<file path="src/bsp_ram.sv">
// Generic single-port-write, registered-read RAM.
// No dependencies.
module bsp_ram #(
  parameter int Width = 8,
  parameter int Depth = 16
) (
  input  logic clk,
  input  logic we,
  input  logic [$clog2(Depth)-1:0] waddr,
  input  logic [Width-1:0] wdata,
  input  logic [$clog2(Depth)-1:0] raddr,
  output logic [Width-1:0] rdata
);
  logic [Width-1:0] mem [Depth];
  always_ff @(posedge clk) begin
    if (we) mem[waddr] <= wdata;
    rdata <= mem[raddr];
  end
endmodule

</file>
<file path="config.mk">
export PLATFORM = sky130hd
export DESIGN_NAME = bsp_ram
export DESIGN_NICKNAME = d
export VERILOG_FILES = /design/src/bsp_ram.sv
export SDC_FILE = /design/constraint.sdc
export NUM_CORES = 1
export LEC_CHECK = 0
export ABC_AREA = 0
export BUFFER_PORTS_ARGS = -buffer_cell sky130_fd_sc_hd__buf_2
export CORE_UTILIZATION = 50
export DETAILED_ROUTE_END_ITERATION = 7
export PLACE_DENSITY = 0.67
export SYNTH_ARGS = -nofsm -noshare
export SYNTH_HDL_FRONTEND = slang
export SYNTH_SLANG_ARGS = --single-unit
</file>
<file path="constraint.sdc">
create_clock -name clk -period 4.3 [get_ports clk]
set_input_delay 0.645 -clock clk [delete_from_list [all_inputs] [get_ports clk]]
set_output_delay 0.645 -clock clk [all_outputs]
set_load 0.05 [all_outputs]
</file>
==> impl_metrics.toml <==
[outcome]
status = "completed"

[clock_tree]
cts_root_buf = "clkbuf_8"
cts_tree = "yes"
htreeDepth = 4
clock_latency_ns = 0.52
cts_sinks = 136
cts_hold_buf = 0
clk_pin_slew_ns = 0.06
cts_buffers = 17
post-cts-setup-buffers = 0
cts_buffer_depth = 2
cts_resized = 0

[floorplanning]
die_y_um = 103
core_area_sq_um = 9860
die-area_sq_um = 10700
row_count = 36
initial_core_util_pct = 52.2
die_w_um = 103
ioPinCount = 26

[setup_path]
crit_required_ns = 4.70
cp_max_fo = 17
worstReg2RegStart = "mem[9][3]$_DFFE_PP_"
start_kind = "input pin"
cp.arrival_ns = 2.47
cp-startpoint = "raddr[0]"
critPathCaptureType = "register"
crit_type = "in -> reg"

[final_layout]
syn_to_final_growth_pct = 16.7
regArea_sq_um = 4000
layout-drive-gt1-share_pct = 28.3
final_common_cell = "edfxtp_1"
multi_input_area_sq_um = 1060
fin_cells = 412
layout_common_cells = "128 x edfxtp_1, 25 x buf_2, 18 x mux4_2"
num-fill-cells = 683
antennaDiodeCount = 0
fin_nets = 284

[routing]
dr.max_layer_used = "met4"
drt-initial-drc-count = 156
detail-route-antenna-nets = 0
dr_wl_met3_um = 615
wl_met1_um = 4110
via_per_inst = 5.83
drt_first_pass_iters = 5
wl_um = 9750
dr_wl_met2_um = 4920
via_count = 2400
drc = 0
wl_per_cell_um = 23.7

[synthesis]
yosysTopAreaCellShare_pct = 74.7
synth_area_leaders = "edfxtp_1 75%, mux4_2 7.9%, mux4_1 7.1%"
yosysUniqueCellTypes = 19
synthSimpleGateAreaFrac_pct = 3.18
synth_fa_ha_area_share_pct = 0
synth_area_sq_um = 5150
synth_mux_area_share_pct = 15.0
syn_avg_cell_area_sq_um = 22.5
yosys.area.top_type = "edfxtp_1"
synthXorXnorAreaFrac_pct = 0
ys_ff_latch = 136
syn_nets = 247
synth_top_family_by_area = "multiplexers"
yosysSeqAreaShare_pct = 77.8
synthCells = 229
synth-warning-count = 0
synth_compound_area_share_pct = 2.33

[power]
power.density_nw_per_um2 = 525
leakage_nw = 2.01
ir_drop_uv = 284

[global_route]
grt_pass1_wl_um = 14400
overflow = 0
antenna_found_initial = 0
grt_max_degree = 33
track_usage_pct = 20.7
grt_pass1_vias = 2413

[placed_design]
post-dp-hpwl_um = 5900
portBuffers = 25
gp_congestion = 0.733
dp_cells = 380

[min_path]
hp-class = "in -> reg"
hold_start = "wdata[4]"

[job]
drv_cap = 0

[timing]
finalSetupTns_ns = 0
fin_crit_sh_pct = 48.2
rsz0062_at_grt = "false"
max_freq_mhz = 482
slew_viol_final = 0
whs_ns = 0.503
finalSetupViolCount = 0
max_slew.worst_pin.slew_ns = 1.21
fin_worst_skew_ns = 0.00649
relSlewSlack_pct = 19.0
period_needed_ns = 2.07
hold_viol = 0
## layout make-up
class | count | share of cell area (%)
repair buffers | 28 | 2.46
multi-input cells | 83 | 17.7
clock inverters | 13 | 3.25
clock buffers | 19 | 7.19
flip-flops and latches | 136 | 66.7
well taps | 133 | 2.77
## cells in the mapped netlist (all sizes together)
cell,instances
nor3,4
nor2b,1
or3b,1
and2,1
nand3b,2
nor2,13
a22oi,16
and2b,1
buf,7
mux4,32
edfxtp,128
dfxtp,8
clkdlybuf4s25,3
nand2,9
nand3,1
nand2b,2
## final timing paths
path / depth (start not counted) / slack [ns] / to
worst max register to register: 3 / 2.90 / rdata[3]$_DFF_P_
worst max-delay path: 5 / 2.23 / rdata[5]$_DFF_P_
worst min register to register: 3 / 0.69 / rdata[1]$_DFF_P_
worst min-delay path: 1 / 0.50 / mem[15][4]$_DFFE_PP_
## registers in the layout, indices dropped and copies added (netlist names)
name,cells
mem,128
rdata,8
## metal layers
layer | GRT usage, % | vias up
met5 | 0 | -
met4 | 7.37 | 0
met3 | 7.12 | 9
met2 | 30.9 | 93
met1 | 28.8 | 1250
li1 | - | 1048
## worst max-delay path: stages
cell     delay [ns]
buf_2          0.45
buf_4          0.41
mux4_1         0.61
a22oi_1        0.25
nand2_1        0.09
## power by group
group          internal [W]  switching (W)  leakage, nW
clock              0.000964       0.000540        0.295
combinational     0.0000537       0.000106        0.487
sequential          0.00148     0.00000875         1.22
## cells by family (layout without fill, tap and decap cells)
group | count (synthesis) | after routing
buffers and inverters | 10 | 60
and+or+nand+nor | 35 | 35
AOI/OAI and AO/OA | 16 | 16
muxes | 32 | 32
DFF | 136 | 136
## per-stage QoR
stage | setup WS (ns) | total power, W | utilization (%) | area, sq um
after floorplan | 2.16 | 0.00162 | - | 5150
after global placement | 1.65 | 0.00168 | 54.5 | 5380
after detailed placement | 1.67 | 0.00168 | 54.5 | 5380
after CTS | 2.20 | 0.00318 | 60.9 | 6010
after global routing | 2.12 | 0.00325 | 60.9 | 6010
final | 2.23 | 0.00315 | 60.9 | 6010
No activity file was read; power rests on OpenSTA's default activity.
