**src/bsp_pkg.sv**
```systemverilog
// Package for the bounding sphere block: payload types, constants.
// No dependencies.
package bsp_pkg;
  localparam int MaxPointsDefault = 1024;
  localparam int CoordW = 24;
  localparam int ScaleW = 17;
  localparam int RadiusW = 26;
  localparam int DistW = 50;
  localparam logic [ScaleW-1:0] ScaleReset = 17'd65601;
  localparam logic [RadiusW-1:0] RadiusMax = '1;

  typedef struct packed {
    logic signed [CoordW-1:0] point_x;
    logic signed [CoordW-1:0] point_y;
    logic signed [CoordW-1:0] point_z;
    logic point_valid;
    logic last_point;
  } point_in_t;

  typedef struct packed {
    logic signed [CoordW-1:0] center_x;
    logic signed [CoordW-1:0] center_y;
    logic signed [CoordW-1:0] center_z;
    logic [RadiusW-1:0] radius;
    logic overflowed;
  } sphere_out_t;
endpackage

```
**src/bsp_sqrt.sv**
```systemverilog
// Iterative integer square root, one result bit per cycle.
// Depends on bsp_pkg.
module bsp_sqrt (
  input  logic clk,
  input  logic rst,
  input  logic start,
  input  logic [bsp_pkg::DistW-1:0] value,
  output logic done,
  output logic [bsp_pkg::DistW/2-1:0] root
);
  import bsp_pkg::*;
  localparam int RootW = DistW / 2;
  localparam int CntW = $clog2(RootW + 1);
  logic [DistW-1:0] rem;
  logic [DistW-1:0] src;
  logic [CntW-1:0] cnt;
  logic busy;
  logic [RootW+1:0] trial;
  logic [RootW+1:0] rem_top;
  logic [RootW+1:0] rem_next;

  // Two bits of the radicand enter the partial remainder per step.
  always_comb begin
    rem_top = {rem[RootW-1:0], src[DistW-1:DistW-2]};
    trial = {root, 2'b01};
    rem_next = rem_top - trial;
  end

  always_ff @(posedge clk) begin
    if (rst) begin
      busy <= 1'b0;
      done <= 1'b0;
    end else begin
      done <= 1'b0;
      if (start) begin
        busy <= 1'b1;
        src <= value;
        rem <= '0;
        root <= '0;
        cnt <= CntW'(RootW);
      end else if (busy) begin
        src <= {src[DistW-3:0], 2'b00};
        if (rem_top >= trial) begin
          rem <= DistW'(rem_next);
          root <= {root[RootW-2:0], 1'b1};
        end else begin
          rem <= DistW'(rem_top);
          root <= {root[RootW-2:0], 1'b0};
        end
        cnt <= cnt - CntW'(1);
        if (cnt == CntW'(1)) begin
          busy <= 1'b0;
          done <= 1'b1;
        end
      end
    end
  end
endmodule

```
**config.mk**
```make
export PLATFORM = sky130hd
export DESIGN_NAME = bsp_sqrt
export DESIGN_NICKNAME = d
export VERILOG_FILES = /design/src/bsp_pkg.sv /design/src/bsp_sqrt.sv
export SDC_FILE = /design/constraint.sdc
export NUM_CORES = 1
export LEC_CHECK = 0
export BUFFER_PORTS_ARGS = -buffer_cell sky130_fd_sc_hd__buf_2
export CORE_MARGIN = 2
export CORE_UTILIZATION = 63
export CTS_CLUSTER_SIZE = 12
export DETAILED_ROUTE_END_ITERATION = 6
export PLACE_DENSITY = 0.94
export SETUP_SLACK_MARGIN = 0.2
export SLEW_MARGIN = 20
export SYNTH_ARGS = -nofsm -noshare
export SYNTH_HDL_FRONTEND = slang
export SYNTH_SLANG_ARGS = --single-unit
```
**constraint.sdc**
```tcl
create_clock -name clk -period 17.9 [get_ports clk]
set_input_delay 1.79 -clock clk [delete_from_list [all_inputs] [get_ports clk]]
set_output_delay 1.79 -clock clk [all_outputs]
set_load 0.02 [all_outputs]
```
==> flow_summary.json <==
{
  "status": "completed",
  "via_count": 4352,
  "fin_worst_skew_ps": 13.4,
  "setup-violations-final": 0,
  "critical_path.slowest_cell": "sky130_fd_sc_hd__buf_4",
  "setup.worst_path.end_class": "register",
  "yosys_register_bits": 107,
  "rsz_0062_raised_after_global_routing": "false",
  "synth_area_leader_cell": "sky130_fd_sc_hd__edfxtp_1",
  "dr_wl_met3_microns": 909,
  "core_area_sq_um": 9280,
  "tritoncts_buffers": 9,
  "antenna_cells": 0,
  "clock_sinks": 107,
  "final_core_utilization_pct": 72.6,
  "cts-root-buf": "sky130_fd_sc_hd__clkbuf_8",
  "syn_inst": 518,
  "cellLeakagePower_uw": 0.00268,
  "floorplan.rows": 35,
  "multiInputGateArea_sq_um": 2610,
  "finalPower_uw": 608,
  "instances_no_fill": 723,
  "hold_viol": 0,
  "post-cts-setup-buffer-count": 0,
  "worst_hold_startpoint": "busy$_SDFF_PP0_",
  "crit_type": "input port to register",
  "powerDensity_nw_per_um2": 90.2,
  "r2r.worst_path.cells": 9,
  "post-route-period-util_pct": 22.7,
  "synthArstFlopShare_pct": 0,
  "area.growth.synth_to_final_pct": 11.6,
  "ir_drop_mv": 0.0569,
  "hold_buffers": 0,
  "grt_pass1_wl_microns": 20000,
  "class_of_the_tightest_hold_or_removal_check": "register to register",
  "cp_common_cell": "sky130_fd_sc_hd__buf_4",
  "port_buffers": 78,
  "cp_top_family": "buffers and inverters",
  "horizontal_die_dimension_microns": 102,
  "critPathMaxFanout": 68,
  "die_area_sq_um": 10400,
  "mappedNetlistNets": 600,
  "route.met2.wl_microns": 6060,
  "place.detailed.instances": 706,
  "htree_num_levels": 3,
  "final_net_count": 671,
  "drv.max_cap_violation_count": 0,
  "route.final.wire_length_microns": 12300,
  "drt_first_pass_iters": 5,
  "worstPathRequired_ps": 17900,
  "top_layer_used": "met4",
  "clkTransAtPathRegs_ps": 120,
  "synthDistinctLibCells": 54,
  "cts.repair.resized": 0,
  "layout_min_cycle_time_ps": 4060,
  "critPathArrivalTime_ps": 4070,
  "floorplan.io_pins": 79,
  "clk-insertion-delay-late_ps": 370,
  "synth_area_leaders": "sky130_fd_sc_hd__edfxtp_1 52%, sky130_fd_sc_hd__mux2_2 9.3%, sky130_fd_sc_hd__ha_1 6.0%",
  "synth-edff-count": 105,
  "timing.slew.headroom_pct": 32.2,
  "remaining_drc_errors": 0,
  "grt_pass1_vias": 4359,
  "final_antenna_net_count": 0,
  "cp.buffers_inverters": 2,
  "grt_start_max_net_pins": 69,
  "worst_reg2reg_setup_slack_ps": 14460,
  "synth.avg_cell_area_sq_um": 11.7,
  "tritoncts": "yes",
  "synth.yosys.seq_area_share_pct": 52.9,
  "cp_cell_sequence": "buf_4 -> nor2_1 -> nor2_4 -> buf_4",
  "grt_overflow": 0,
  "fin_tns_setup_ps": 0,
  "r2r_start": "rem[16]$_SDFFCE_PP0P_",
  "detail_route.wirelength.met1_microns": 5020,
  "achievable-frequency_ghz": 0.246,
  "timing_max_transition_violations_final": 0,
  "synth.cell_area_sq_um": 6040,
  "clock_tree_buf_depth": 2,
  "layout.filler_cells": 647,
  "gp_congestion": 0.953,
  "initialDrtViolationCount": 353,
  "vias_per_cell": 6.02,
  "drive_above_1_share_pct": 26.6,
  "grt_antenna_before_repair": 0,
  "grt_usage_pct": 24.5,
  "worst_r2r_endpoint": "rem[11]$_SDFFCE_PP0P_",
  "startpoint_type": "input port",
  "hpwlAfterDp_microns": 8560,
  "hold_path_end": "done$_SDFF_PP0_",
  "postSynth.topFlopCell": "sky130_fd_sc_hd__edfxtp_1",
  "yosys.area.top_type_share_pct": 52.2,
  "area.sequential_sq_um": 3190,
  "initial_utilization_pct": 65.1,
  "dieHeight_microns": 102,
  "wire_per_inst_microns": 17.0,
  "cpPeakStageDelay_ps": 830,
  "synth-warning-count": 0,
  "hold_path_depth": 1,
  "worst-slew-pin-transition_ps": 1010
}
==> flip-flops by register name, summed over array words and instances, names as in the netlist <==
register and flops:
busy 1, cnt 5, done 1, rem 25, root 25, src 50
==> layout by cell type (no fill, tap or decap), types with 3 or more instances in the layout <==
| master | instances |
|---|---|
| sky130_fd_sc_hd__a211oi_1 | 3 |
| sky130_fd_sc_hd__a21o_1 | 8 |
| sky130_fd_sc_hd__a21oi_1 | 26 |
| sky130_fd_sc_hd__a31oi_1 | 3 |
| sky130_fd_sc_hd__and2_1 | 5 |
| sky130_fd_sc_hd__and3_1 | 4 |
| sky130_fd_sc_hd__buf_2 | 77 |
| sky130_fd_sc_hd__buf_4 | 3 |
| sky130_fd_sc_hd__clkbuf_8 | 9 |
| sky130_fd_sc_hd__edfxtp_1 | 105 |
| sky130_fd_sc_hd__ha_1 | 29 |
| sky130_fd_sc_hd__inv_1 | 36 |
| sky130_fd_sc_hd__mux2_2 | 50 |
| sky130_fd_sc_hd__mux2i_1 | 17 |
| sky130_fd_sc_hd__nand2_1 | 17 |
| sky130_fd_sc_hd__nand2b_1 | 10 |
| sky130_fd_sc_hd__nand3_1 | 8 |
| sky130_fd_sc_hd__nand3b_1 | 4 |
| sky130_fd_sc_hd__nand4_1 | 3 |
| sky130_fd_sc_hd__nor2_1 | 65 |
| sky130_fd_sc_hd__nor2b_1 | 5 |
| sky130_fd_sc_hd__nor3_1 | 12 |
| sky130_fd_sc_hd__o211ai_1 | 3 |
| sky130_fd_sc_hd__o21a_1 | 6 |
| sky130_fd_sc_hd__o21ai_0 | 19 |
| sky130_fd_sc_hd__o21bai_1 | 3 |
| sky130_fd_sc_hd__o31ai_1 | 7 |
| sky130_fd_sc_hd__xnor2_1 | 13 |
| sky130_fd_sc_hd__xor2_1 | 5 |
==> final cells by class <==
class	instances	share of cell area, %
Multi-Input combinational cell	354	38.8
Tap cell	129	2.39
Timing Repair Buffer	81	6.46
Inverter	36	2.00
Clock inverter	7	1.15
Clock buffer	9	1.84
Sequential cell	107	47.4
==> synth_stat cells, drive strengths merged, types with 4 or more instances <==
library cell	instances
xor2	5
a211oi	4
nor2	66
inv	36
ha	29
buf	9
o21a	6
o31ai	9
mux2i	17
o21ai	19
edfxtp	105
nor3	12
a21oi	26
a21o	8
nand2	18
nor2b	5
nand3	8
a31oi	4
clkbuf	12
and3	4
mux2	50
nand3b	4
and2	5
nand2b	10
xnor2	13
==> per-layer routing <==
layer / vias to the layer above / track usage (%)
li1: 2038 / -
met1: 2092 / 29.6
met2: 184 / 42.8
met3: 38 / 6.09
met4: 0 / 9.13
met5: - / 0
==> power by group <==
part / leakage [uW] / internal [uW] / switching [uW]
registers: 0.00103 / 298 / 7.76
logic: 0.00155 / 63.5 / 86.5
clock network: 0.000104 / 55.9 / 95.9
==> cells by family after synthesis <==
group | synth area share, %
simple gates | 11.9
flops | 52.9
compound gates | 10.5
mux | 12.1
buf+inv | 4.00
fa+ha+maj | 6.01
xor+xnor | 2.61
==> worst max-delay path by stage <==
stage          startpoint                     to  cells past startpoint
6_report            start   rem[8]$_SDFFCE_PP0P_                      4
3_3_place_gp        start  root[7]$_SDFFCE_PP0P_                      4
4_1_cts             start  rem[23]$_SDFFCE_PP0P_                      4
2_1_floorplan       start   cnt[0]$_SDFFCE_PP1P_                      3
5_1_grt             start   rem[3]$_SDFFCE_PP0P_                      4
3_5_place_dp        start  root[6]$_SDFFCE_PP0P_                      4
==> stage by stage <==
stage / hold slack, ps / worst slack (ps) / instance area, sq um
4_1_cts: 517 / 13810 / 6710
5_1_grt: 537 / 13610 / 6740
2_1_floorplan: 454 / 10830 / 6040
3_3_place_gp: 499 / 13510 / 6510
6_report: 514 / 13840 / 6740
3_5_place_dp: 500 / 13390 / 6510
No activity file was read; power rests on OpenSTA's default activity.
